===== src/sv/fbflc_pkg.sv =====
// Shared constants, codes and control structures of the free list cache.
`timescale 1ns / 1ps

package fbflc_pkg;

  localparam int CACHE_DEPTH = 16;
  localparam int ADDR_W      = 48;

  localparam int CNT_W = $clog2(CACHE_DEPTH + 1);
  localparam int IDX_W = (CACHE_DEPTH > 1) ? $clog2(CACHE_DEPTH) : 1;
  localparam int CMP_W = (CNT_W > 5) ? CNT_W : 5;

  localparam int SIZE_W      = 16;
  localparam int ALIGN_W     = 13;
  localparam int ALOG_W      = 4;
  localparam int LIMIT_W     = 5;
  localparam int ABYTES_W    = 17;
  localparam int STATUS_W    = 3;
  localparam int CFG_IDX_W   = 2;
  localparam int CFG_DATA_W  = 16;

  localparam int IN_FIELDS_W  = SIZE_W + ALIGN_W + ADDR_W;
  localparam int IN_TDATA_W   = ((IN_FIELDS_W + 7) / 8) * 8;
  localparam int OUT_FIELDS_W = ADDR_W + SIZE_W;
  localparam int OUT_TDATA_W  = ((OUT_FIELDS_W + 7) / 8) * 8;

  localparam logic [SIZE_W-1:0]  BLOCK_SIZE_RST = 16'd64;
  localparam logic [ALOG_W-1:0]  ALIGN_LOG2_RST = 4'd3;
  localparam logic [LIMIT_W-1:0] CACHE_LIMIT_RST = 5'd16;

  typedef enum logic [STATUS_W-1:0] {
    ST_FROM_CACHE  = 3'd0,
    ST_FORWARD     = 3'd1,
    ST_INVALID     = 3'd2,
    ST_CACHED      = 3'd3,
    ST_RELEASE     = 3'd4,
    ST_MISALIGNED  = 3'd5,
    ST_DOUBLE_FREE = 3'd6,
    ST_NULL        = 3'd7
  } status_e;

  typedef enum logic [CFG_IDX_W-1:0] {
    CFG_BLOCK_SIZE  = 2'd0,
    CFG_ALIGN_LOG2  = 2'd1,
    CFG_CACHE_LIMIT = 2'd2,
    CFG_HARDENED    = 2'd3
  } cfg_idx_e;

  typedef struct packed {
    logic    item_load;
    logic    pop_rd;
    logic    scan_clear;
    logic    scan;
    logic    push;
    logic    pop;
    logic    res_load;
    status_e res_code;
    logic    out_load;
  } cmd_t;

  typedef struct packed {
    logic op_free;
    logic alloc_bad;
    logic nonempty;
    logic is_null;
    logic misaligned;
    logic hardened;
    logic can_push;
    logic scan_hit;
    logic scan_done;
    logic out_busy;
  } stat_t;

endpackage


===== src/sv/fbflc_ram.sv =====
// Generic single write port, single read port RAM with registered read data.
`timescale 1ns / 1ps

module fbflc_ram #(
  parameter int WIDTH = 8,
  parameter int DEPTH = 16
) (
  input  logic                                     clk_i,
  input  logic                                     we_i,
  input  logic [((DEPTH > 1) ? $clog2(DEPTH) : 1)-1:0] waddr_i,
  input  logic [WIDTH-1:0]                         wdata_i,
  input  logic                                     re_i,
  input  logic [((DEPTH > 1) ? $clog2(DEPTH) : 1)-1:0] raddr_i,
  output logic [WIDTH-1:0]                         rdata_o
);

  logic [WIDTH-1:0] mem_q [DEPTH];

  always_ff @(posedge clk_i) begin
    if (we_i) begin
      mem_q[waddr_i] <= wdata_i;
    end
    if (re_i) begin
      rdata_o <= mem_q[raddr_i];
    end
  end

endmodule


===== src/sv/fbflc_ctrl.sv =====
// Controller state machine that sequences checks, cache scan and updates.
`timescale 1ns / 1ps

module fbflc_ctrl (
  input  logic                clk_i,
  input  logic                rst_ni,
  input  logic                s_valid_i,
  output logic                s_ready_o,
  input  fbflc_pkg::stat_t    stat_i,
  output fbflc_pkg::cmd_t     cmd_o
);

  typedef enum logic [5:0] {
    S_IDLE   = 6'b000001,
    S_DECIDE = 6'b000010,
    S_POP    = 6'b000100,
    S_SCAN   = 6'b001000,
    S_INSERT = 6'b010000,
    S_FINISH = 6'b100000
  } state_e;

  state_e state_q, state_d;

  always_comb begin
    state_d   = state_q;
    cmd_o     = '0;
    s_ready_o = 1'b0;
    unique case (state_q)
      S_IDLE: begin
        s_ready_o = 1'b1;
        if (s_valid_i) begin
          cmd_o.item_load = 1'b1;
          state_d         = S_DECIDE;
        end
      end
      S_DECIDE: begin
        cmd_o.scan_clear = 1'b1;
        priority if (!stat_i.op_free && stat_i.alloc_bad) begin
          cmd_o.res_load = 1'b1;
          cmd_o.res_code = fbflc_pkg::ST_INVALID;
          state_d        = S_FINISH;
        end else if (!stat_i.op_free && stat_i.nonempty) begin
          cmd_o.pop_rd = 1'b1;
          state_d      = S_POP;
        end else if (!stat_i.op_free) begin
          cmd_o.res_load = 1'b1;
          cmd_o.res_code = fbflc_pkg::ST_FORWARD;
          state_d        = S_FINISH;
        end else if (stat_i.is_null) begin
          cmd_o.res_load = 1'b1;
          cmd_o.res_code = fbflc_pkg::ST_NULL;
          state_d        = S_FINISH;
        end else if (stat_i.hardened && stat_i.misaligned) begin
          cmd_o.res_load = 1'b1;
          cmd_o.res_code = fbflc_pkg::ST_MISALIGNED;
          state_d        = S_FINISH;
        end else if (stat_i.hardened) begin
          state_d = S_SCAN;
        end else begin
          state_d = S_INSERT;
        end
      end
      S_POP: begin
        cmd_o.pop      = 1'b1;
        cmd_o.res_load = 1'b1;
        cmd_o.res_code = fbflc_pkg::ST_FROM_CACHE;
        state_d        = S_FINISH;
      end
      S_SCAN: begin
        cmd_o.scan = 1'b1;
        priority if (stat_i.scan_hit) begin
          cmd_o.res_load = 1'b1;
          cmd_o.res_code = fbflc_pkg::ST_DOUBLE_FREE;
          state_d        = S_FINISH;
        end else if (stat_i.scan_done) begin
          state_d = S_INSERT;
        end else begin
          state_d = S_SCAN;
        end
      end
      S_INSERT: begin
        cmd_o.res_load = 1'b1;
        if (stat_i.can_push) begin
          cmd_o.push     = 1'b1;
          cmd_o.res_code = fbflc_pkg::ST_CACHED;
        end else begin
          cmd_o.res_code = fbflc_pkg::ST_RELEASE;
        end
        state_d = S_FINISH;
      end
      S_FINISH: begin
        if (!stat_i.out_busy) begin
          cmd_o.out_load = 1'b1;
          state_d        = S_IDLE;
        end
      end
      default: begin
        state_d = S_IDLE;
      end
    endcase
  end

  always_ff @(posedge clk_i or negedge rst_ni) begin
    if (!rst_ni) begin
      state_q <= S_IDLE;
    end else begin
      state_q <= state_d;
    end
  end

endmodule


===== src/sv/fbflc_dp.sv =====
// Datapath: configuration, request registers, address cache and result registers.
`timescale 1ns / 1ps

module fbflc_dp (
  input  logic                                  clk_i,
  input  logic                                  rst_ni,
  input  logic                                  cfg_valid_i,
  output logic                                  cfg_ready_o,
  input  logic [fbflc_pkg::CFG_IDX_W-1:0]       cfg_index_i,
  input  logic [fbflc_pkg::CFG_DATA_W-1:0]      cfg_data_i,
  input  logic [fbflc_pkg::IN_TDATA_W-1:0]      s_tdata_i,
  input  logic                                  s_tuser_i,
  output logic                                  m_tvalid_o,
  input  logic                                  m_tready_i,
  output logic [fbflc_pkg::OUT_TDATA_W-1:0]     m_tdata_o,
  output logic [fbflc_pkg::STATUS_W-1:0]        m_tuser_o,
  input  fbflc_pkg::cmd_t                       cmd_i,
  output fbflc_pkg::stat_t                      stat_o
);

  localparam int AW = fbflc_pkg::ADDR_W;
  localparam int SW = fbflc_pkg::SIZE_W;
  localparam int ALW = fbflc_pkg::ALIGN_W;
  localparam int CW = fbflc_pkg::CNT_W;
  localparam int IW = fbflc_pkg::IDX_W;
  localparam int MW = fbflc_pkg::CMP_W;
  localparam int BW = fbflc_pkg::ABYTES_W;

  logic [SW-1:0]                    block_size_q;
  logic [fbflc_pkg::ALOG_W-1:0]     align_log2_q;
  logic [fbflc_pkg::LIMIT_W-1:0]    cache_limit_q;
  logic                             hardened_q;

  logic                             op_q;
  logic [SW-1:0]                    size_q;
  logic [ALW-1:0]                   align_q;
  logic [AW-1:0]                    addr_q;

  logic [CW-1:0]                    count_q, count_d;
  logic [CW-1:0]                    scan_rd_q, scan_rd_d;
  logic                             cmp_pending_q, cmp_pending_d;
  logic [CW-1:0]                    pop_idx;
  logic                             scan_issue;

  logic                             ram_re;
  logic [IW-1:0]                    ram_raddr;
  logic [AW-1:0]                    ram_rdata;

  logic [BW-1:0]                    align_bytes;
  logic [AW-1:0]                    addr_mask;
  logic [MW-1:0]                    lim_ext, depth_ext, eff_limit;

  logic [fbflc_pkg::STATUS_W-1:0]   res_status_q;
  logic [AW-1:0]                    res_addr_q;
  logic [SW-1:0]                    res_size_q;

  logic                             out_valid_q;
  logic [fbflc_pkg::STATUS_W-1:0]   out_status_q;
  logic [AW-1:0]                    out_addr_q;
  logic [SW-1:0]                    out_size_q;

  assign cfg_ready_o = 1'b1;

  always_ff @(posedge clk_i or negedge rst_ni) begin
    if (!rst_ni) begin
      block_size_q  <= fbflc_pkg::BLOCK_SIZE_RST;
      align_log2_q  <= fbflc_pkg::ALIGN_LOG2_RST;
      cache_limit_q <= fbflc_pkg::CACHE_LIMIT_RST;
      hardened_q    <= 1'b1;
    end else if (cfg_valid_i) begin
      unique case (fbflc_pkg::cfg_idx_e'(cfg_index_i))
        fbflc_pkg::CFG_BLOCK_SIZE:  block_size_q  <= cfg_data_i[SW-1:0];
        fbflc_pkg::CFG_ALIGN_LOG2:  align_log2_q  <= cfg_data_i[fbflc_pkg::ALOG_W-1:0];
        fbflc_pkg::CFG_CACHE_LIMIT: cache_limit_q <= cfg_data_i[fbflc_pkg::LIMIT_W-1:0];
        fbflc_pkg::CFG_HARDENED:    hardened_q    <= cfg_data_i[0];
      endcase
    end
  end

  always_ff @(posedge clk_i) begin
    if (cmd_i.item_load) begin
      op_q    <= s_tuser_i;
      size_q  <= s_tdata_i[SW-1:0];
      align_q <= s_tdata_i[SW+ALW-1:SW];
      addr_q  <= s_tdata_i[SW+ALW+AW-1:SW+ALW];
    end
  end

  // Request checks.
  assign align_bytes = BW'(1) << align_log2_q;
  assign addr_mask   = ~({AW{1'b1}} << align_log2_q);
  assign lim_ext     = MW'(cache_limit_q);
  assign depth_ext   = MW'(fbflc_pkg::CACHE_DEPTH);
  assign eff_limit   = (lim_ext < depth_ext) ? lim_ext : depth_ext;

  assign stat_o.op_free    = op_q;
  assign stat_o.alloc_bad  = (block_size_q == '0) || (size_q != block_size_q) ||
                             (BW'(align_q) > align_bytes);
  assign stat_o.nonempty   = (count_q != '0);
  assign stat_o.is_null    = (addr_q == '0);
  assign stat_o.misaligned = |(addr_q & addr_mask);
  assign stat_o.hardened   = hardened_q;
  assign stat_o.can_push   = (MW'(count_q) < eff_limit);
  assign stat_o.scan_hit   = cmp_pending_q && (ram_rdata == addr_q);
  assign stat_o.scan_done  = !cmp_pending_q && (scan_rd_q == count_q);
  assign stat_o.out_busy   = out_valid_q && !m_tready_i;

  // The scan issues one read per cycle and compares the word returned in the next cycle.
  assign pop_idx    = count_q - CW'(1);
  assign scan_issue = cmd_i.scan && (scan_rd_q != count_q);
  assign ram_re     = cmd_i.pop_rd || scan_issue;
  assign ram_raddr  = cmd_i.scan ? scan_rd_q[IW-1:0] : pop_idx[IW-1:0];

  always_comb begin
    scan_rd_d     = scan_rd_q;
    cmp_pending_d = cmp_pending_q;
    if (cmd_i.scan_clear) begin
      scan_rd_d     = '0;
      cmp_pending_d = 1'b0;
    end else if (cmd_i.scan) begin
      cmp_pending_d = scan_issue;
      if (scan_issue) begin
        scan_rd_d = scan_rd_q + CW'(1);
      end
    end
  end

  always_comb begin
    count_d = count_q;
    if (cmd_i.push) begin
      count_d = count_q + CW'(1);
    end else if (cmd_i.pop) begin
      count_d = count_q - CW'(1);
    end
  end

  always_ff @(posedge clk_i or negedge rst_ni) begin
    if (!rst_ni) begin
      count_q       <= '0;
      scan_rd_q     <= '0;
      cmp_pending_q <= 1'b0;
    end else begin
      count_q       <= count_d;
      scan_rd_q     <= scan_rd_d;
      cmp_pending_q <= cmp_pending_d;
    end
  end

  fbflc_ram #(
    .WIDTH(AW),
    .DEPTH(fbflc_pkg::CACHE_DEPTH)
  ) u_cache_ram (
    .clk_i  (clk_i),
    .we_i   (cmd_i.push),
    .waddr_i(count_q[IW-1:0]),
    .wdata_i(addr_q),
    .re_i   (ram_re),
    .raddr_i(ram_raddr),
    .rdata_o(ram_rdata)
  );

  always_ff @(posedge clk_i) begin
    if (cmd_i.res_load) begin
      res_status_q <= cmd_i.res_code;
      if (cmd_i.res_code == fbflc_pkg::ST_FROM_CACHE) begin
        res_addr_q <= ram_rdata;
        res_size_q <= block_size_q;
      end else begin
        res_addr_q <= '0;
        res_size_q <= '0;
      end
    end
    if (cmd_i.out_load) begin
      out_status_q <= res_status_q;
      out_addr_q   <= res_addr_q;
      out_size_q   <= res_size_q;
    end
  end

  always_ff @(posedge clk_i or negedge rst_ni) begin
    if (!rst_ni) begin
      out_valid_q <= 1'b0;
    end else if (cmd_i.out_load) begin
      out_valid_q <= 1'b1;
    end else if (m_tready_i) begin
      out_valid_q <= 1'b0;
    end
  end

  assign m_tvalid_o = out_valid_q;
  assign m_tuser_o  = out_status_q;
  assign m_tdata_o  = {{(fbflc_pkg::OUT_TDATA_W - fbflc_pkg::OUT_FIELDS_W){1'b0}},
                       out_size_q, out_addr_q};

  a_count_bound: assert property (@(posedge clk_i) disable iff (!rst_ni)
    count_q <= CW'(fbflc_pkg::CACHE_DEPTH))
    else $error("cache count exceeds depth");

  a_push_room: assert property (@(posedge clk_i) disable iff (!rst_ni)
    cmd_i.push |-> (MW'(count_q) < eff_limit))
    else $error("push into a full cache");

  a_pop_nonempty: assert property (@(posedge clk_i) disable iff (!rst_ni)
    cmd_i.pop |-> (count_q != '0))
    else $error("pop from an empty cache");

  a_pop_count: assert property (@(posedge clk_i) disable iff (!rst_ni)
    cmd_i.pop |=> (count_q == $past(count_q) - CW'(1)))
    else $error("pop did not decrement the count");

  a_out_no_overwrite: assert property (@(posedge clk_i) disable iff (!rst_ni)
    cmd_i.out_load |-> !(out_valid_q && !m_tready_i))
    else $error("result word overwritten while stalled");

endmodule


===== src/sv/fixed_block_free_list_cache.sv =====
// Top level of the fixed-size block pool with a cache of freed addresses.
//
// Requests arrive as words on the s_axis channel: tuser carries the operation
// (0 allocate, 1 free) and tdata carries size, alignment and block address.
// Each request yields exactly one word on the m_axis channel: tuser holds the
// status code and tdata the popped address and block size, or zeros if none.
// Registers are written through the cfg channel, which is always ready; they
// may only be changed while no request is in flight.
// One request is worked on at a time. An allocate passes the decide and finish
// states, with a pop state between them when it is served from the cache; a
// null or misaligned free passes decide and finish, a non-hardened free decide,
// insert and finish. A hardened free walks the cached addresses one RAM read
// per cycle in a scan state before insert, and goes to finish at once when a
// double free is found. The next request is accepted in the cycle after the
// result is loaded.
// A finished result sits in an output register, so the next request is taken
// while the receiver stalls; a second finished result waits until the first
// one has been taken. Reset empties the cache count, restores the register
// reset values and leaves the address RAM contents undefined.
`timescale 1ns / 1ps

module fixed_block_free_list_cache (
  input  logic                                 clk_i,
  input  logic                                 rst_ni,
  input  logic                                 cfg_valid_i,
  output logic                                 cfg_ready_o,
  input  logic [fbflc_pkg::CFG_IDX_W-1:0]      cfg_index_i,
  input  logic [fbflc_pkg::CFG_DATA_W-1:0]     cfg_data_i,
  input  logic                                 s_axis_tvalid,
  output logic                                 s_axis_tready,
  // Fields from bit 0: req_size, req_align, block_addr, zero fill.
  input  logic [fbflc_pkg::IN_TDATA_W-1:0]     s_axis_tdata,
  // Fields from bit 0: op.
  input  logic                                 s_axis_tuser,
  output logic                                 m_axis_tvalid,
  input  logic                                 m_axis_tready,
  // Fields from bit 0: addr_out, size_out, zero fill.
  output logic [fbflc_pkg::OUT_TDATA_W-1:0]    m_axis_tdata,
  // Fields from bit 0: status.
  output logic [fbflc_pkg::STATUS_W-1:0]       m_axis_tuser
);

  fbflc_pkg::cmd_t  cmd;
  fbflc_pkg::stat_t stat;

  fbflc_ctrl u_ctrl (
    .clk_i    (clk_i),
    .rst_ni   (rst_ni),
    .s_valid_i(s_axis_tvalid),
    .s_ready_o(s_axis_tready),
    .stat_i   (stat),
    .cmd_o    (cmd)
  );

  fbflc_dp u_dp (
    .clk_i      (clk_i),
    .rst_ni     (rst_ni),
    .cfg_valid_i(cfg_valid_i),
    .cfg_ready_o(cfg_ready_o),
    .cfg_index_i(cfg_index_i),
    .cfg_data_i (cfg_data_i),
    .s_tdata_i  (s_axis_tdata),
    .s_tuser_i  (s_axis_tuser),
    .m_tvalid_o (m_axis_tvalid),
    .m_tready_i (m_axis_tready),
    .m_tdata_o  (m_axis_tdata),
    .m_tuser_o  (m_axis_tuser),
    .cmd_i      (cmd),
    .stat_o     (stat)
  );

endmodule

===== config.mk =====
export PLATFORM = sky130hd
export DESIGN_NAME = fixed_block_free_list_cache
export DESIGN_NICKNAME = d
export VERILOG_FILES = /design/src/sv/fbflc_pkg.sv /design/src/sv/fbflc_ram.sv /design/src/sv/fbflc_ctrl.sv /design/src/sv/fbflc_dp.sv /design/src/sv/fixed_block_free_list_cache.sv
export SDC_FILE = /design/constraint.sdc
export NUM_CORES = 1
export LEC_CHECK = 0
export ABC_AREA = 0
export BUFFER_PORTS_ARGS = -buffer_cell sky130_fd_sc_hd__buf_2
export CORE_MARGIN = 5
export CORE_UTILIZATION = 60
export DETAILED_ROUTE_END_ITERATION = 6
export PLACE_DENSITY = 0.78
export REMOVE_ABC_BUFFERS = 1
export SETUP_SLACK_MARGIN = 0.5
export SYNTH_ARGS = -nofsm -noshare
export SYNTH_HDL_FRONTEND = slang
export SYNTH_SLANG_ARGS = --single-unit

===== constraint.sdc =====
create_clock -name clk_i -period 6.1 [get_ports clk_i]
set_input_delay 0.305 -clock clk_i [delete_from_list [all_inputs] [get_ports clk_i]]
set_output_delay 0.305 -clock clk_i [all_outputs]
set_load 0.03 [all_outputs]

* After elaboration in Yosys (flattened, before gate mapping)
Memory sizes are Yosys's and may differ from the RTL's. A register that Yosys moved wholly into a read port is not among the register bits.
Cells that the tools add are included.
** Storage, ports and cells
- Memories kept :: 1
- Flip-flop bits (word level) :: 256
- Word-level logic and storage cells :: 119
- Bits in writable memories :: 768
** Memories
- u_dp.u_cache_ram.mem_q :: depth 16, bits a word 48, read ports 1, clocked after memory_dff 1, write ports 1, line fbflc_ram.sv:17 : logic [WIDTH-1:0] mem_q [DEPTH];
** Cells by class
- Magnitude comparators :: 3
- Mux-type cells :: 44
- Equal/unequal tests :: 15
- Bitwise gates (word level) :: 2
- Reduce and logical (&&, ||, !) cells :: 30
- Shift-type cells :: 2
- Add/subtract/negate cells :: 3
** Operator list (count)
- 48-bit bitwise AND :: 1
- 48-bit equality test :: 1
- 48-bit logical NOT :: 1
- 6-bit 2-to-1 mux :: 8
- 48-bit inverter :: 1
- 48-bit OR reduction :: 1
- 48-bit by 4-bit << shifter with 48-bit output, first input constant :: 1
- 5-bit 2-to-1 mux :: 8
- 6-bit case mux with 5 select lines :: 1
- 4-bit 2-to-1 mux :: 7
- 13-bit by 17-bit > comparator with 1-bit output :: 1
- 1-bit 2-to-1 mux :: 17
- 1-bit by 4-bit << shifter with 17-bit output, first input constant :: 1
- 16-bit logical NOT :: 1
- 16-bit inequality test :: 1
- 4-bit case mux with 4 select lines :: 1
- 2-bit AND reduction :: 6
- 5-bit by 1-bit adder with 5-bit output, second input constant :: 2
- 2-bit nonzero test :: 4
- 1-bit logical AND :: 7
- 6-bit by 1-bit equality test with 1-bit output, second input constant :: 1
- 6-bit by 2-bit equality test with 1-bit output, second input constant :: 1
- 6-bit by 3-bit equality test with 1-bit output, second input constant :: 1
- 6-bit by 4-bit equality test with 1-bit output, second input constant :: 1
- other kinds (18) :: 24

* Longest topological paths before layout
Gate-level depths: netlist (run 1).
- Depth in word-level cells :: 12
- Gate-level depth with buffers :: 14
- Mapped depth without buffers :: 10

* Modules after synthesis
A second synthesis (run 1) with hierarchy kept.
** Second synthesis, totals
- Cells, all modules :: 1947
- Area, all modules :: 40774.1 µm²
** Modules (own cells, without submodules)
- fbflc_ram :: times used 1, area an instance 30171.4 µm², cells each 1242
- fbflc_dp :: times used 1, area an instance 10043.4 µm², cells each 636
- fbflc_ctrl :: times used 1, area an instance 559.3 µm², cells each 69

* Worst setup path after synthesis (run 1)
OpenSTA, ideal clock, no wires.
- Kind :: register to register
- From :: reg u_dp.count_q[0]
- To :: mem u_dp.u_cache_ram.mem_q[3][0] (netlist name) (enable)
- Path buffers :: 1
- Cell stages (with the launch flop) :: 8
- Clock period less this slack :: 5661 ps
- Data arrival time :: 5148 ps
- Setup slack :: 439 ps
- Setup time :: 513 ps
- Cell sequence :: dfrtp_1 clkbuf_1 or3b_2 a21oi_1 o21ai_0 a21oi_1 nand2_1 nor3_1
** On the way
- Cells in the longest elaborated chain, start to end :: 5
** RTL lines
- start, declared :: line fbflc_dp.sv:39 : logic [CW-1:0] count_q, count_d;
- start signal, assigned :: line fbflc_dp.sv:143 : count_q <= count_d;
- 5-bit less-than comparator :: line fbflc_dp.sv:103 : assign stat_o.can_push = (MW'(count_q) < eff_limit);
- 1-bit 2-to-1 mux :: line fbflc_ctrl.sv:83 : if (stat_i.can_push) begin
- 1-bit 2-to-1 mux :: line fbflc_ctrl.sv:28 : unique case (state_q)
- 1-bit 2-to-1 mux :: line fbflc_ram.sv:20 : if (we_i) begin
- 1-bit 2-to-1 mux (implied by the code) :: line fbflc_ram.sv:21 : mem_q[waddr_i] <= wdata_i;
- end, declared :: line fbflc_ram.sv:17
Parallel ways exist; a longest one is shown, timed or not.

* Final worst setup path (run 1)
- From :: reg u_dp.align_log2_q[1] (netlist name)
- To :: reg u_dp.u_cache_ram.rdata_o[1] (read register of u_dp.u_cache_ram.mem_q) (enable)
** On the way
- Cells in the longest elaborated chain, start to end :: 7
** RTL lines
- start, declared :: line fbflc_dp.sv:30 : logic [fbflc_pkg::ALOG_W-1:0] align_log2_q;
- start signal, assigned :: line fbflc_dp.sv:67 : align_log2_q <= fbflc_pkg::ALIGN_LOG2_RST;
- start signal, assigned :: line fbflc_dp.sv:73 : fbflc_pkg::CFG_ALIGN_LOG2: align_log2_q <= cfg_data_i[fbflc_pkg::ALOG_W-1:0];
- 1-bit by 4-bit << shifter with 17-bit output :: line fbflc_dp.sv:90 : assign align_bytes = BW'(1) << align_log2_q;
- 13-bit by 17-bit > comparator with 1-bit output :: line fbflc_dp.sv:98 : (BW'(align_q) > align_bytes);
- 1-bit logical OR :: line fbflc_dp.sv:97 : assign stat_o.alloc_bad = (block_size_q == '0) || (size_q != block_size_q) ||
- 1-bit logical AND :: line fbflc_ctrl.sv:38 : priority if (!stat_i.op_free && stat_i.alloc_bad) begin
- 1-bit 2-to-1 mux :: line fbflc_ctrl.sv:38
- 2-bit 2-to-1 mux :: line fbflc_ctrl.sv:28
- 1-bit logical OR :: line fbflc_dp.sv:111 : assign ram_re = cmd_i.pop_rd || scan_issue;
- via u_dp.ram_re :: line fbflc_dp.sv:45 : logic ram_re;
- end, declared :: line fbflc_ram.sv:14 : output logic [WIDTH-1:0] rdata_o
The timed path passes the listed nets, and every way through them passes these cells.
A chain may end at the register's enable or synchronous reset.

==> tab_implementation.tex, run 1 <==
\begin{tabular}{lr}
\hline
Metric & Value \\
\hline
\multicolumn{2}{l}{\textbf{Outcome}} \\
Status & completed \\
\multicolumn{2}{l}{\textbf{Global route}} \\
Number of global-route vias before repair & 23660 \\
Global routing's busiest layer & met2 \\
GRT Total Usage & 0.2544 \\
Routing usage on met3 & 0.03804 \\
Sum of overflow across all layers after global routing & 0 \\
Maximum number of pins on one net before global-route repair & 127 \\
Global-route wire length before repair & between 100000 and 150000 µm \\
M1 GR Usage & 0.3520 \\
Antenna violations before repair & 1 \\
Met2 track demand over resource & 0.4270 \\
\multicolumn{2}{l}{\textbf{Layout}} \\
Antenna diode count & 0 \\
Register cell area after layout & 0.03198 mm² \\
Fraction of final layout cells sized beyond drive strength 1 & 0.1775 \\
Area taken by multi-input logic gates & 0.01087 mm² \\
Fin util & 0.6995 \\
Fin nets & between 2000 and 3000 \\
Filler cell count & around 4400 \\
Area of all placed cells without fillers & around 0.050 mm² \\
Non-filler instance count after layout & approximately 3800 \\
Layout Area Growth over Synthesis & 15.62\% \\
\multicolumn{2}{l}{\textbf{Worst setup path}} \\
Crit Path Category & register to register \\
Top cell family by delay on the critical path & simple AND/OR/NAND/NOR gates \\
Critical Path Start Type & register \\
Reg-to-reg endpoint & u\_dp.u\_cache\_ram.rdata\_o[1] \\
CP bufs+invs & 1 \\
Data arrival, critical path & 5040 ps \\
CP Data Required Time & 6430 ps \\
Number of cell instances on the worst register-to-register path & 11 \\
Nature of the critical path endpoint & register \\
Biggest cell delay along the critical path & between 700 and 800 ps \\
Cell with the largest stage delay on the worst path & sky130\_fd\_sc\_hd\_\_dfstp\_2 \\
Critical register-to-register path startpoint & u\_dp.align\_log2\_q[1] \\
Critical path, cell by cell & nor2b\_1 > nand3\_1 > ha\_1 > and3\_1 > nand3\_1 > o32ai\_1 > a31oi\_1 > nor4\_1 > and3\_1 > or2\_2 > buf\_12 \\
CP Depth & 11 \\
Register-to-register setup slack & $\sim$1400 ps \\
Maximum net fanout on the critical path & 29 \\
\multicolumn{2}{l}{\textbf{Timing}} \\
Endpoints failing hold & 0 \\
Skew final & roughly 26 ps \\
Final critical delay including setup and external delays & 4711 ps \\
Share of the clock period used by the worst path after layout & 0.7724 \\
Transition at the pin with the smallest max-transition slack & 1180 ps \\
Maximum achievable frequency & 0.2122 GHz \\
Slew Viols, Final & 0 \\
Worst Setup Slack, final & about 1400 ps \\
Final setup violation count & 0 \\
Setup repair after global routing missed its margin & no \\
Tightest slew margin relative to the limit & 0.2131 \\
\multicolumn{2}{l}{\textbf{Clock network}} \\
Clock latency at the later pin of the worst-skew pair & 670 ps \\
Clock slew seen by the registers of the worst setup and hold paths & 60 ps \\
TritonCTS Sinks & around 1100 \\
Number of CTS-inserted buffers & about 110 \\
Clock tree from TritonCTS & yes \\
Number of buffers inserted by post-CTS setup repair & 0 \\
Number of levels the H-tree was split into & 3 \\
Cell at the root of the clock tree & sky130\_fd\_sc\_hd\_\_clkbuf\_16 \\
Worst-case clock buffer depth & 3 \\
\multicolumn{2}{l}{\textbf{Floorplanning}} \\
Ports placed on the boundary & 174 \\
Die height & 278.7 µm \\
Site row count & 98 \\
Die Width & 278.7 µm \\
Area of the core & just over 0.07 mm² \\
Overall die area & 0.07768 mm² \\
Effective utilization at floorplan & 0.6050 \\
\multicolumn{2}{l}{\textbf{Synth}} \\
Count of flip-flops with a built-in enable after synthesis & 1028 \\
Cells after synthesis & 2428 \\
Library cells used by synthesis & 57 \\
Warnings from Yosys & 0 \\
Sequential-to-total area share from yosys stat & 0.7381 \\
Top area cells in the synthesized netlist & sky130\_fd\_sc\_hd\_\_edfxtp\_1 71\%, sky130\_fd\_sc\_hd\_\_mux2i\_1 17\%, sky130\_fd\_sc\_hd\_\_dfrtp\_1 2.2\% \\
Ranking of synthesized cells by instance count & 1028 x sky130\_fd\_sc\_hd\_\_edfxtp\_1, 723 x sky130\_fd\_sc\_hd\_\_mux2i\_1, 81 x sky130\_fd\_sc\_hd\_\_nand3\_1 \\
Yosys top cell area share & 0.7125 \\
Register bit count reported by yosys & 1072 \\
Share of async-settable or async-resettable flops after synthesis & 0.04104 \\
Synthesized area divided by synthesized cell count & 17.84 µm² \\
Area leader, netlist & sky130\_fd\_sc\_hd\_\_edfxtp\_1 \\
Count leader, synth & sky130\_fd\_sc\_hd\_\_edfxtp\_1 \\
Post-synth design cell area & 0.04332 mm² \\
Dominant synthesized flop cell & sky130\_fd\_sc\_hd\_\_edfxtp\_1 \\
\multicolumn{2}{l}{\textbf{Drt}} \\
Vias per std cell & about 6 \\
Number of detailed-route iterations in the first pass & 5 \\
Post-DRT Antenna Nets & 0 \\
Violation count after the first detailed-route iteration & roughly 2500 \\
Detailed-route DRC error count & 0 \\
Sum of routed wire length over all layers & 100600 µm \\
Average wire length per cell after detail routing & around 27 µm \\
Count of vias placed by the detailed router & around 23000 \\
\multicolumn{2}{l}{\textbf{Worst hold path}} \\
Launch instance of the worst min-delay path & cfg\_index\_i[1] \\
Hold endpoint & u\_dp.hardened\_q \\
Count of cells along the worst hold path & 3 \\
Hold WC Path Type & input port to register \\
\multicolumn{2}{l}{\textbf{Placement}} \\
Hpwl dp & 56040 µm \\
Placed instance area & 0.04554 mm² \\
DP Worst Slack & roughly 1500 ps \\
Count of port buffers added during placement & 169 \\
GPL Wtd Cong & roughly 0.86 \\
Cell Count Post-Placement & 3485 \\
\multicolumn{2}{l}{\textbf{Power and ir drop}} \\
Worst VDD drop & 435.6 µV \\
Power density over the cells & 418.2 mW/mm² \\
Static leakage power & 20.18 nW \\
\multicolumn{2}{l}{\textbf{Job}} \\
Max-capacitance violation count & 0 \\
\hline
\end{tabular}
[through the flow]
stage,hold WS [ps],TNS [ps],power [mW]
2_1_floorplan,9.409,-1347480,13.15
3_3_place_gp,400.8,0,14.15
3_5_place_dp,404.5,0,14.33
4_1_cts,15.05,0,21.00
5_1_grt,54.94,0,21.68
6_report,57.01,0,20.95
[cell type report]
| class | instances | area share |
|---|---|---|
| flip-flops and latches | 1072 | 0.6384 |
| multi-input cells | 1216 | 0.2169 |
| clock buffers | 123 | 0.05485 |
| repair buffers | 325 | 0.04811 |
| well taps | 950 | 0.02373 |
| clock inverters | 73 | 0.01659 |
| inverters | 19 | 0.001424 |
[state kept, by name, indices dropped and copies added, names as in the netlist, 6 cells and up]
signal,flops
u_ctrl.state_q,6
u_dp.res_size_q,16
u_dp.block_size_q,16
u_dp.align_q,13
u_dp.u_cache_ram.rdata_o,48
u_dp.out_size_q,16
u_dp.u_cache_ram.mem_q,768
u_dp.addr_q,48
u_dp.size_q,16
u_dp.res_addr_q,48
u_dp.out_addr_q,48
[power breakdown]
group / internal (mW) / switching, mW / leakage (nW)
combinational: 2.18 / 2.79 / 8.62
sequential: 8.83 / 0.493 / 9.82
clock: 3.95 / 2.71 / 1.74
total: 15.0 / 6.00 / 20.2
[routing by layer]
layer | vias up | wire length (µm)
met1 | 11840 | 39980
met3 | 173 | 7940
met5 | - | 0
met2 | 1103 | 49860
li1 | 10120 | -
met4 | 0 | 2808
[worst max-delay path by stage]
stage | start | slack [ps] | to
floorplan | u_dp.count_q[0] | -25080 | u_dp.u_cache_ram.rdata_o[0]
global placement | u_dp.align_log2_q[1] | 1730 | u_dp.u_cache_ram.rdata_o[32]
detailed placement | u_dp.align_log2_q[0] | 1540 | u_dp.u_cache_ram.rdata_o[32]
CTS | u_dp.align_log2_q[0] | 1490 | u_dp.u_cache_ram.rdata_o[9]
global route | u_dp.align_log2_q[1] | 1290 | u_dp.u_cache_ram.rdata_o[1]
finish | u_dp.align_log2_q[1] | 1390 | u_dp.u_cache_ram.rdata_o[1]
[logic make-up after synthesis]
| group | after synthesis | synth area share |
|---|---|---|
| flip-flops | 1072 | 0.7381 |
| buffers and inverters | 140 | 0.01534 |
| AND/OR/NAND/NOR | 317 | 0.04303 |
| multiplexers | 749 | 0.1738 |
| XOR/XNOR | 70 | 0.01415 |
| adder cells (fa/ha/maj) | 23 | 0.006642 |
| other | 1 | 0.00008656 |
| AO/OA/AOI/OAI | 56 | 0.008837 |
[tightest hold or removal path, stage by stage]
cell and delay [ps]:
sky130_fd_sc_hd__buf_2 140, sky130_fd_sc_hd__nand3_1 80, sky130_fd_sc_hd__mux2_2 150
[layout by cell type, fill, tap and decap left out, types with 28 or more instances in the layout]
cell type                       synthesis  routed
sky130_fd_sc_hd__mux2i_1              723     722
sky130_fd_sc_hd__buf_2                 66     169
sky130_fd_sc_hd__dfrtp_1               38      38
sky130_fd_sc_hd__nand3_1               81      81
sky130_fd_sc_hd__dlygate4sd3_1          0      97
sky130_fd_sc_hd__nor2_1                43      30
sky130_fd_sc_hd__nor3_2                50      54
sky130_fd_sc_hd__nor4_1                28      28
sky130_fd_sc_hd__clkbuf_16              0     107
sky130_fd_sc_hd__xor2_1                43      43
sky130_fd_sc_hd__edfxtp_1            1028    1028
sky130_fd_sc_hd__nand2_1               39      39
sky130_fd_sc_hd__buf_4                  1      47
[repair_timing]
| action | 4_1_cts | 5_1_grt |
|---|---|---|
| resized for setup | 0 | 0 |
| hold buffers | 97 | 0 |
| hold endpoints to repair | 145 | 0 |
No activity file was read; power rests on OpenSTA's default activity.
==> run 2, diff against run 1 <==
- CORE_UTILIZATION: 60 -> 56
- PLACE_DENSITY: 0.78 -> 0.76
- clock period: 6.1 -> 3.9 ns (I/O delays scaled with it)
==> run 2 against run 1 <==
Compared with the run above: final area grew 2.9%; sequential cell count is the same; sequential share of layout area shrank 1.8 points; die area grew 6.9%.
==> tab_implementation.tex, run 2 (same netlist as run 1, synthesis figures left out) <==
\begin{tabular}{lr}
\hline
Metric & Value \\
\hline
\multicolumn{2}{l}{\textbf{Timing}} \\
Setup repair after global routing missed its margin & yes \\
Hold Worst Slack & 238.1 ps \\
Maximum achievable frequency & roughly 0.30 GHz \\
Slew Viols, Final & 0 \\
Tightest slew margin relative to the limit & 0.3134 \\
Skew final & 22.82 ps \\
Share of the clock period used by the worst path after layout & 0.8576 \\
Final setup violation count & 0 \\
Final critical delay including setup and external delays & 3345 ps \\
Setup TNS & 0 ps \\
Transition at the pin with the smallest max-transition slack & $\sim$1000 ps \\
Endpoints failing hold & 0 \\
\multicolumn{2}{l}{\textbf{Layout}} \\
Max FFs per register & around 770 \\
Layout Area Growth over Synthesis & 19.00\% \\
Top reg by flops & u\_dp.u\_cache\_ram.mem\_q \\
Area of all placed cells without fillers & 0.05156 mm² \\
Fraction of final layout cells sized beyond drive strength 1 & 0.2086 \\
Most used cells in the layout excluding fill and tap cells & 1028 x sky130\_fd\_sc\_hd\_\_edfxtp\_1, 722 x sky130\_fd\_sc\_hd\_\_mux2i\_1, 169 x sky130\_fd\_sc\_hd\_\_buf\_2 \\
Fin nets & between 2000 and 3000 \\
Leading cell type in the layout, fill and taps excluded & sky130\_fd\_sc\_hd\_\_edfxtp\_1 \\
\multicolumn{2}{l}{\textbf{Worst setup path}} \\
Number of cell instances on the worst register-to-register path & 7 \\
Reg-to-reg endpoint & u\_dp.res\_addr\_q[27] \\
Register-to-register setup slack & roughly 560 ps \\
Maximum net fanout on the critical path & 18 \\
Crit Path Category & register to register \\
CP Data Required Time & 4250 ps \\
Data arrival, critical path & about 3700 ps \\
Critical register-to-register path startpoint & u\_dp.addr\_q[29] \\
Nature of the critical path endpoint & register \\
Critical Path Start Type & register \\
\multicolumn{2}{l}{\textbf{Clock network}} \\
Cell at the root of the clock tree & sky130\_fd\_sc\_hd\_\_clkbuf\_16 \\
Clock slew seen by the registers of the worst setup and hold paths & approximately 60 ps \\
Worst-case clock buffer depth & 3 \\
Number of CTS-inserted buffers & about 110 \\
Clock tree from TritonCTS & yes \\
TritonCTS Sinks & 1072 \\
Clock latency at the later pin of the worst-skew pair & about 660 ps \\
Number of levels the H-tree was split into & 3 \\
\multicolumn{2}{l}{\textbf{Global route}} \\
Antenna violations before repair & 6 \\
Maximum number of pins on one net before global-route repair & 77 \\
Global-route wire length before repair & $\sim$150000 µm \\
GRT Total Usage & 0.2472 \\
Sum of overflow across all layers after global routing & 0 \\
Number of global-route vias before repair & 24080 \\
\multicolumn{2}{l}{\textbf{Worst hold path}} \\
Hold endpoint & u\_dp.addr\_q[8] \\
Hold WC Path Type & input port to register \\
Launch instance of the worst min-delay path & s\_axis\_tdata[37] \\
Count of cells along the worst hold path & 2 \\
\multicolumn{2}{l}{\textbf{Drt}} \\
Post-DRT Antenna Nets & 0 \\
Violation count after the first detailed-route iteration & 2206 \\
Sum of routed wire length over all layers & 105500 µm \\
Vias per std cell & 6.004 \\
Detailed-route DRC error count & 0 \\
Average wire length per cell after detail routing & 26.60 µm \\
Number of detailed-route iterations in the first pass & 5 \\
Count of vias placed by the detailed router & 23800 \\
\multicolumn{2}{l}{\textbf{Floorplanning}} \\
Area of the core & 0.07708 mm² \\
Overall die area & between 0.08 and 0.09 mm² \\
Ports placed on the boundary & between 150 and 200 \\
Die Width & between 200 and 300 µm \\
Effective utilization at floorplan & 0.5620 \\
Die height & 288.1 µm \\
Site row count & 102 \\
\multicolumn{2}{l}{\textbf{Power and ir drop}} \\
Sw Pwr & roughly 9.6 mW \\
Power density over the cells & 638.8 mW/mm² \\
Int Pwr & 23.34 mW \\
Total power draw & between 30 and 40 mW \\
Worst VDD drop & 420.9 µV \\
Share of power burned in combinational logic & 0.264 \\
Clk network pwr share & 0.301 \\
Static leakage power & $\sim$21 nW \\
Fraction of power consumed by sequential logic & 0.435 \\
Fraction of power spent switching nets & 0.2912 \\
\multicolumn{2}{l}{\textbf{Placement}} \\
Placed instance area & 0.04645 mm² \\
Count of port buffers added during placement & 169 \\
Hpwl dp & 58790 µm \\
GPL Wtd Cong & between 0.8 and 0.9 \\
\multicolumn{2}{l}{\textbf{Job}} \\
Max-capacitance violation count & 0 \\
\multicolumn{2}{l}{\textbf{Outcome}} \\
Status & completed \\
\hline
\end{tabular}
==> run 2: layer usage <==
metal	track usage	wire length, µm	up-vias
met4	0.06983	2557	0
met5	0	0	-
li1	-	-	10330
met2	0.4118	52090	1069
met1	0.3466	42590	12230
met3	0.03575	8210	180
==> run 2: worst max path at each step <==
stage                         startpoint                            to  slack, ps  cells after the start
floorplan                u_dp.count_q[0]   u_dp.u_cache_ram.rdata_o[0]     -27280                      7
global placement    u_dp.align_log2_q[1]  u_dp.u_cache_ram.rdata_o[27]        260                     11
detailed placement  u_dp.align_log2_q[1]  u_dp.u_cache_ram.rdata_o[17]        170                     11
CTS                 u_dp.align_log2_q[0]           u_dp.res_addr_q[27]        500                     11
global route              u_dp.addr_q[9]           u_dp.res_addr_q[16]        490                     10
finish                   u_dp.addr_q[29]           u_dp.res_addr_q[27]        560                      7
==> run 2: through the flow <==
step                      utilization  instances  setup slack (ps)
after detailed placement       0.6026       3623             174.8
after global routing           0.6688       3965             493.5
after floorplan                     -       2307            -27280
final                          0.6688       3965             555.3
after CTS                      0.6625       3934             499.5
after global placement         0.6026       3623             261.2
==> run 2: layout make-up <==
class / count / area [µm²]
Antenna cell: 1 / 2.502
Clock buffer: 133 / 2898
Clock inverter: 63 / 498.0
Fill cell: 5035 / 25530
Inverter: 19 / 71.32
Multi-Input combinational cell: 1216 / 11030
Sequential cell: 1072 / 31980
Tap cell: 1040 / 1301
Timing Repair Buffer: 421 / 3777
==> run 2: timing repair <==
action	CTS	global route
hold buffers	104	0
pin swaps	4	15
gates cloned	1	6
resized for setup	9	32
setup buffers	10	24
endpoints found under the setup margin	465	354
hold endpoints to repair	146	0
==> run 2: critical path, cell delays in order, from the launching register on <==
cell and delay, ps:
sky130_fd_sc_hd__edfxtp_1 790, sky130_fd_sc_hd__xor2_1 250, sky130_fd_sc_hd__nor4_1 610, sky130_fd_sc_hd__nand4_1 180
sky130_fd_sc_hd__or4_2 620, sky130_fd_sc_hd__nand4_1 140, sky130_fd_sc_hd__buf_6 190, sky130_fd_sc_hd__clkbuf_16 210
==> run 2: power groups by stage <==
stage / Sequential, mW / Clock, mW / Combinational [mW]
floorplan: 14.5 / 0 / 4.29
global placement: 14.6 / 0 / 7.94
detailed placement: 14.6 / 0 / 8.19
CTS: 14.4 / 10.0 / 8.46
global route: 14.4 / 10.6 / 9.20
finish: 14.3 / 9.93 / 8.68
